### src/rtl/isqrt_pkg.sv
// Shared types and constants for the integer square root block.
`timescale 1ns / 1ps

package isqrt_pkg;

  localparam int OPERAND_W       = 64;  // operand field width
  localparam int ROOT_W          = 32;  // root field width
  localparam int INPUT_WIDTH_DEF = 64;  // default significant operand bits

  typedef enum logic [0:0] {
    ST_IDLE,
    ST_RUN
  } isqrt_state_t;

endpackage

### src/rtl/isqrt_step.sv
// One restoring digit step: trial subtract of the partial root from the remainder.
`timescale 1ns / 1ps

module isqrt_step import isqrt_pkg::*; #(
  parameter int RW = OPERAND_W
) (
  input  logic [RW-1:0] rem,
  input  logic [RW-1:0] acc,
  input  logic [RW-1:0] place,
  output logic [RW-1:0] rem_nxt,
  output logic [RW-1:0] acc_nxt
);

  logic [RW-1:0] trial;
  logic          fits;

  assign trial = acc + place;
  assign fits  = (rem >= trial);

  always_comb begin
    if (fits) begin
      rem_nxt = rem - trial;
      acc_nxt = (acc >> 1) + place;
    end else begin
      rem_nxt = rem;
      acc_nxt = acc >> 1;
    end
  end

endmodule

### src/rtl/integer_square_root_64.sv
// Integer square root top level: sequencer, working registers and output register.
// Sequence: an accepted input beat loads the working registers and starts the digit loop,
//   one pass of the shared digit step per operand bit pair; the last pass writes the root.
// Flow: one operand at a time; in_stall is high while the digit loop runs, and a finished
//   root waits in the output register if out_stall holds.
// Reset: synchronous active-low rst_n clears the sequencer and out_valid; data regs are not reset.
`timescale 1ns / 1ps

module integer_square_root_64 import isqrt_pkg::*; #(
  parameter int INPUT_WIDTH = INPUT_WIDTH_DEF
) (
  input  logic                 clk,
  input  logic                 rst_n,
  input  logic                 in_valid,
  output logic                 in_stall,
  input  logic [OPERAND_W-1:0] in_operand,
  output logic                 out_valid,
  input  logic                 out_stall,
  output logic [ROOT_W-1:0]    out_root
);

  // Bit pairs of the operand, one digit step each; working width rounds up to whole pairs.
  localparam int PAIRS = (INPUT_WIDTH + 1) / 2;
  localparam int RW    = 2 * PAIRS;

  isqrt_state_t  state_r, state_nxt;
  logic [RW-1:0] rem_r, rem_nxt;
  logic [RW-1:0] acc_r, acc_nxt;
  logic [RW-1:0] place_r, place_nxt;
  logic          out_valid_r, out_valid_nxt;
  logic [ROOT_W-1:0] out_root_r, out_root_nxt;

  logic [RW-1:0]        step_rem;
  logic [RW-1:0]        step_acc;
  logic [OPERAND_W-1:0] step_acc_ext;
  logic                 slot_free;
  logic                 finish;

  // Shared digit unit, fed from the working registers every RUN cycle.
  isqrt_step #(.RW(RW)) u_step (
    .rem     (rem_r),
    .acc     (acc_r),
    .place   (place_r),
    .rem_nxt (step_rem),
    .acc_nxt (step_acc)
  );

  assign step_acc_ext = OPERAND_W'(step_acc);

  // Output register can take a new root if empty or being drained this cycle.
  assign slot_free = !out_valid_r || !out_stall;

  always_comb begin
    state_nxt    = state_r;
    rem_nxt      = rem_r;
    acc_nxt      = acc_r;
    place_nxt    = place_r;
    out_root_nxt = out_root_r;
    finish       = 1'b0;

    case (state_r)
      ST_IDLE: begin
        if (in_valid) begin
          // Bits above INPUT_WIDTH are dropped.
          rem_nxt   = RW'(in_operand[INPUT_WIDTH-1:0]);
          acc_nxt   = '0;
          place_nxt = RW'(1) << (RW - 2);
          state_nxt = ST_RUN;
        end
      end
      ST_RUN: begin
        if (!place_r[0]) begin
          rem_nxt   = step_rem;
          acc_nxt   = step_acc;
          place_nxt = place_r >> 2;
        end else if (slot_free) begin
          // Last pair: root goes straight to the output register.
          out_root_nxt = step_acc_ext[ROOT_W-1:0];
          finish       = 1'b1;
          state_nxt    = ST_IDLE;
        end
        // else: hold the last step until the output register frees up
      end
      default: state_nxt = ST_IDLE;
    endcase

    if (finish) begin
      out_valid_nxt = 1'b1;
    end else if (out_stall) begin
      out_valid_nxt = out_valid_r;
    end else begin
      out_valid_nxt = 1'b0;
    end
  end

  always_ff @(posedge clk) begin
    if (!rst_n) begin
      state_r     <= ST_IDLE;
      out_valid_r <= 1'b0;
    end else begin
      state_r     <= state_nxt;
      out_valid_r <= out_valid_nxt;
    end
  end

  always_ff @(posedge clk) begin
    rem_r      <= rem_nxt;
    acc_r      <= acc_nxt;
    place_r    <= place_nxt;
    out_root_r <= out_root_nxt;
  end

  assign in_stall  = (state_r != ST_IDLE);
  assign out_valid = out_valid_r;
  assign out_root  = out_root_r;

  // An accepted beat always starts the digit loop.
  a_accept_runs: assert property (@(posedge clk) disable iff (!rst_n)
    (in_valid && !in_stall) |=> (state_r == ST_RUN))
    else $error("accepted operand did not start the digit loop");

  // Digit weight is a single bit for the whole loop.
  a_place_onehot: assert property (@(posedge clk) disable iff (!rst_n)
    (state_r == ST_RUN) |-> $onehot(place_r))
    else $error("digit weight lost its single set bit");

  // A new root only appears at the end of a loop.
  a_valid_from_run: assert property (@(posedge clk) disable iff (!rst_n)
    $rose(out_valid_r) |-> ($past(state_r) == ST_RUN))
    else $error("output valid rose outside the digit loop");

  // A waiting root is never overwritten.
  a_no_overwrite: assert property (@(posedge clk) disable iff (!rst_n)
    (out_valid_r && out_stall) |-> !finish)
    else $error("finished root overwrote a pending result");

endmodule
### config.mk
export PLATFORM = sky130hd
export DESIGN_NAME = integer_square_root_64
export DESIGN_NICKNAME = d
export VERILOG_FILES = /design/src/rtl/isqrt_pkg.sv /design/src/rtl/isqrt_step.sv /design/src/rtl/integer_square_root_64.sv
export SDC_FILE = /design/constraint.sdc
export NUM_CORES = 1
export LEC_CHECK = 0
export BUFFER_PORTS_ARGS = -buffer_cell sky130_fd_sc_hd__buf_2
export CORE_MARGIN = 3
export CORE_UTILIZATION = 61
export DETAILED_ROUTE_END_ITERATION = 12
export PLACE_DENSITY = 0.8
export REMOVE_ABC_BUFFERS = 1
export SETUP_SLACK_MARGIN = 0.15
export SLEW_MARGIN = 20
export SYNTH_ARGS = -nofsm -noshare
export SYNTH_HDL_FRONTEND = slang
export SYNTH_SLANG_ARGS = --single-unit
### constraint.sdc
create_clock -name clk -period 19.7 [get_ports clk]
set_input_delay 0.985 -clock clk [delete_from_list [all_inputs] [get_ports clk]]
set_output_delay 0.985 -clock clk [all_outputs]
set_load 0.05 [all_outputs]
==> flow_summary.rst <==
.. list-table::
   :header-rows: 1

   * - Metric
     - Value
   * - Detailed router's first-iteration violation count
     - 1649
   * - Post-synthesis cell count
     - 1774
   * - Top-level port count
     - 102
   * - FF+latch count, synth
     - 194
   * - Setup slack of the most critical reg-to-reg path
     - 13.03 ns
   * - Synth warn
     - 0
   * - Post-DP HPWL
     - 31700 um
   * - Reg-to-reg critical path startpoint
     - acc_r[6]
   * - Commonest cells post-synth
     - nand2_1, edfxtp_1, a21oi_1
   * - Slew at the pin closest to its max-slew limit
     - ~0.9 ns
   * - Post-route fraction of the period consumed by the critical path
     - 33.9%
   * - Chip width
     - 169 um
   * - Antenna-violating nets left
     - 0
   * - Count of TritonRoute iterations in the first routing pass
     - 7
   * - Final RePlAce weighted congestion
     - 0.942
   * - Result of the run
     - completed
   * - Setup repair after global routing missed its margin
     - no
   * - Total die area
     - 28600 um^2
   * - CTS max path bufs
     - 2
   * - Most numerous cell in the Yosys netlist
     - nand2_1
   * - Number of global-route vias before repair
     - between 10000 and 15000
   * - Largest net degree at the start of global routing
     - 73
   * - Max_cap viols
     - 0
   * - Post-synthesis to final-layout area growth
     - 8.81%
   * - Post-layout min period
     - 6.67 ns
   * - Worst-case clock skew
     - 0.0231 ns
   * - Async set or reset register ratio after synthesis
     - 0%
   * - Fill cell instance count of the final layout
     - 2104
   * - Worst Setup Path Type
     - flop to flop
   * - Max IR drop VDD
     - 0.0720 mV
   * - Antenna fix cells
     - 0
   * - Number of levels the H-tree was split into
     - 4
   * - Drc violations
     - 0
   * - TritonCTS clock tree
     - built
   * - Skew-Pair Late Insertion Delay
     - 0.47 ns
   * - Endpoint of the lowest-slack register-to-register path
     - rem_r[45]
   * - Layout Utilization
     - between 60% and 70%
   * - Worst Setup End Kind
     - flop
   * - Via count
     - 14063
   * - Critical Path RT
     - 19.78 ns
   * - Antenna violations before repair
     - 0
   * - Max-Slew Margin vs Limit
     - 41.3%
   * - Cell area power density
     - around 130 nW/um^2
   * - Clock-pin transition on the worst setup and hold timing paths
     - 0.10 ns
   * - Cell type contributing the most total cell area after synthesis
     - edfxtp_1
   * - Number of enable-type register cells in the synthesized netlist
     - 192
   * - Hold buffer count at CTS
     - 0
   * - Post-CTS repair timing setup buffer count
     - 0
   * - Starting density of the core
     - ~62%
   * - Total setup violations reported at the end of the flow
     - 0
   * - Number of nets in the final layout
     - 2034
   * - Sequential fraction of the synthesis area
     - 35.8%
   * - Crit path capture
     - rem_r[45]
   * - CTS buffer count
     - 17
   * - Total global routing overflow
     - 0
   * - Leakage power of the design
     - 6.86 nW
   * - Detail-routed net length per standard cell
     - 19.7 um
   * - Library cell used as clock root buffer
     - clkbuf_16
   * - Ordered list of cells on the worst path
     - ha_1 > nand4_1 > o21ai_0 > or4b_2 > a21boi_0 > o21ai_0 > a21oi_1 > o21ai_0 > o31a_1 > xor2_1 > ha_1 > nand2_1 > nor2_1 > nand2_1 > nor2_1 > nand2_1 > o311a_4 > a21boi_4 > buf_4
   * - Largest stage delay on the critical path
     - 0.65 ns
   * - CP arrival
     - 6.75 ns
   * - Final hold violation count
     - 0
   * - Global-route wire length before repair
     - between 60000 and 70000 um
   * - Worst hold-check slack
     - 0.518 ns
   * - Crit path launch
     - acc_r[6]
   * - Total Neg Setup Slack
     - 0 ns
   * - Post-Syn Area per Cell
     - 9.15 um^2
   * - Count of clock tree sinks
     - 194
   * - Site Rows
     - 59
   * - Overall routing resource usage
     - 30.0%
   * - Worst hold-check path type
     - flop to flop
   * - Peak fanout along the critical path
     - 64
   * - Quantity of I/O buffers inserted on ports
     - 101
   * - Critical Path Start Type
     - flop
   * - Max Fclk
     - around 150 MHz
   * - Placed cell count
     - around 2200
   * - CP max stage cell
     - buf_4
   * - Count of placed standard cells in the final layout, fillers left out
     - ~2200
   * - Cell types with the largest area share after synthesis
     - edfxtp_1, ha_1, xor2_1, nand2_1, xnor2_1
   * - Detail-routed via count per cell
     - 6.44
   * - Final Slew Violations
     - 0
   * - Cell count of the worst reg-to-reg path
     - 19
   * - Top_reg_cell synth
     - edfxtp_1
   * - Area share of the largest cell type after synthesis
     - between 30% and 40%
   * - Routed WL
     - roughly 43000 um
   * - Std-Cell Core Area
     - 26100 um^2
   * - Die Span Y
     - roughly 170 um
   * - Yosys cell types
     - 76
   * - Synthesized area
     - 16200 um^2
   * - Number of gates given a new drive strength after cts
     - 0
   * - Layout cells sized above 1
     - 12.3%
[cell type report]
type	instances	area, um^2	share of cell area (%)
Clock buffer	17	425	2.41
Clock inverter	15	240	1.36
Inverter	31	116	0.659
Multi-Input combinational cell	1483	10100	57.0
Sequential cell	194	5810	32.9
Tap cell	335	419	2.37
Timing Repair Buffer	108	578	3.27
[critical path: cells and delay by family, from the launching register on]
family / cells / cell delay [ns]
AOI/OAI and AO/OA: 8 / 2.57
and+or+nand+nor: 7 / 1.50
adders and majority gates: 2 / 0.80
buffers and inverters: 1 / 0.65
DFF: 1 / 0.50
xor gates and xnor gates: 1 / 0.17
[flip-flops by register name (all words and copies together) (netlist names)]
register   flops
acc_r         64
rem_r         64
out_root      32
place_r       32
in_stall       1
out_valid      1
[cells by family after synthesis]
group,share of synthesized area (%)
AOI/OAI and AO/OA,21.9
xor gates and xnor gates,9.12
adders and majority gates,10.1
buffers and inverters,2.37
DFF,35.8
muxes,3.12
and+or+nand+nor,17.6
[power by group]
group          switching (mW)  internal, mW
logic                   0.795         0.499
clock network           0.208         0.184
registers              0.0800         0.575
total                    1.08          1.26
[worst min-delay path by stage]
stage / from / end / slack (ns) / depth (start not counted)
final: out_valid / out_valid / 0.52 / 2
after global routing: out_valid / out_valid / 0.56 / 2
after CTS: out_valid / out_valid / 0.52 / 2
after detailed placement: out_valid / out_valid / 0.51 / 2
after global placement: out_valid / out_valid / 0.49 / 2
after floorplan: place_r[12] / place_r[10] / 0.56 / 1
[layout by cell type (no fill, tap or decap), types with 6 or more instances in the layout]
cell type and n:
o21a_1 14, ha_1 130, xor2_1 89, o21bai_1 35
nor3_1 26, buf_4 6, and3_1 11, and4_1 8
inv_1 30, o21ai_0 120, nand2_1 199, a31o_2 18
or2_2 7, o31ai_1 9, a21boi_0 13, or3_1 11
nand3_1 37, edfxtp_1 192, nand4_1 46, a211oi_1 18
nand2b_1 16, a31oi_1 59, nor2b_1 11, a21oi_1 131
buf_2 101, and2_1 73, xnor2_1 80, mux2_2 44
clkbuf_16 17, a21o_1 63, nor2_1 131
[per-layer routing]
metal	track usage (%)	wire length, um	up-vias
met2	45.2	18400	656
met4	6.93	756	0
li1	-	-	6772
met5	0	0	-
met3	3.34	3530	70
met1	46.4	20400	6565
[per-stage QoR]
stage | setup WS, ns | area [um^2] | total power, mW
after floorplan | 6.90 | 16000 | 1.60
after global placement | 13.30 | 17000 | 1.89
after detailed placement | 13.15 | 17000 | 1.91
after CTS | 13.09 | 17600 | 2.31
after global routing | 12.59 | 17700 | 2.50
final | 13.03 | 17700 | 2.34
(Power assumes the default switching activity.)
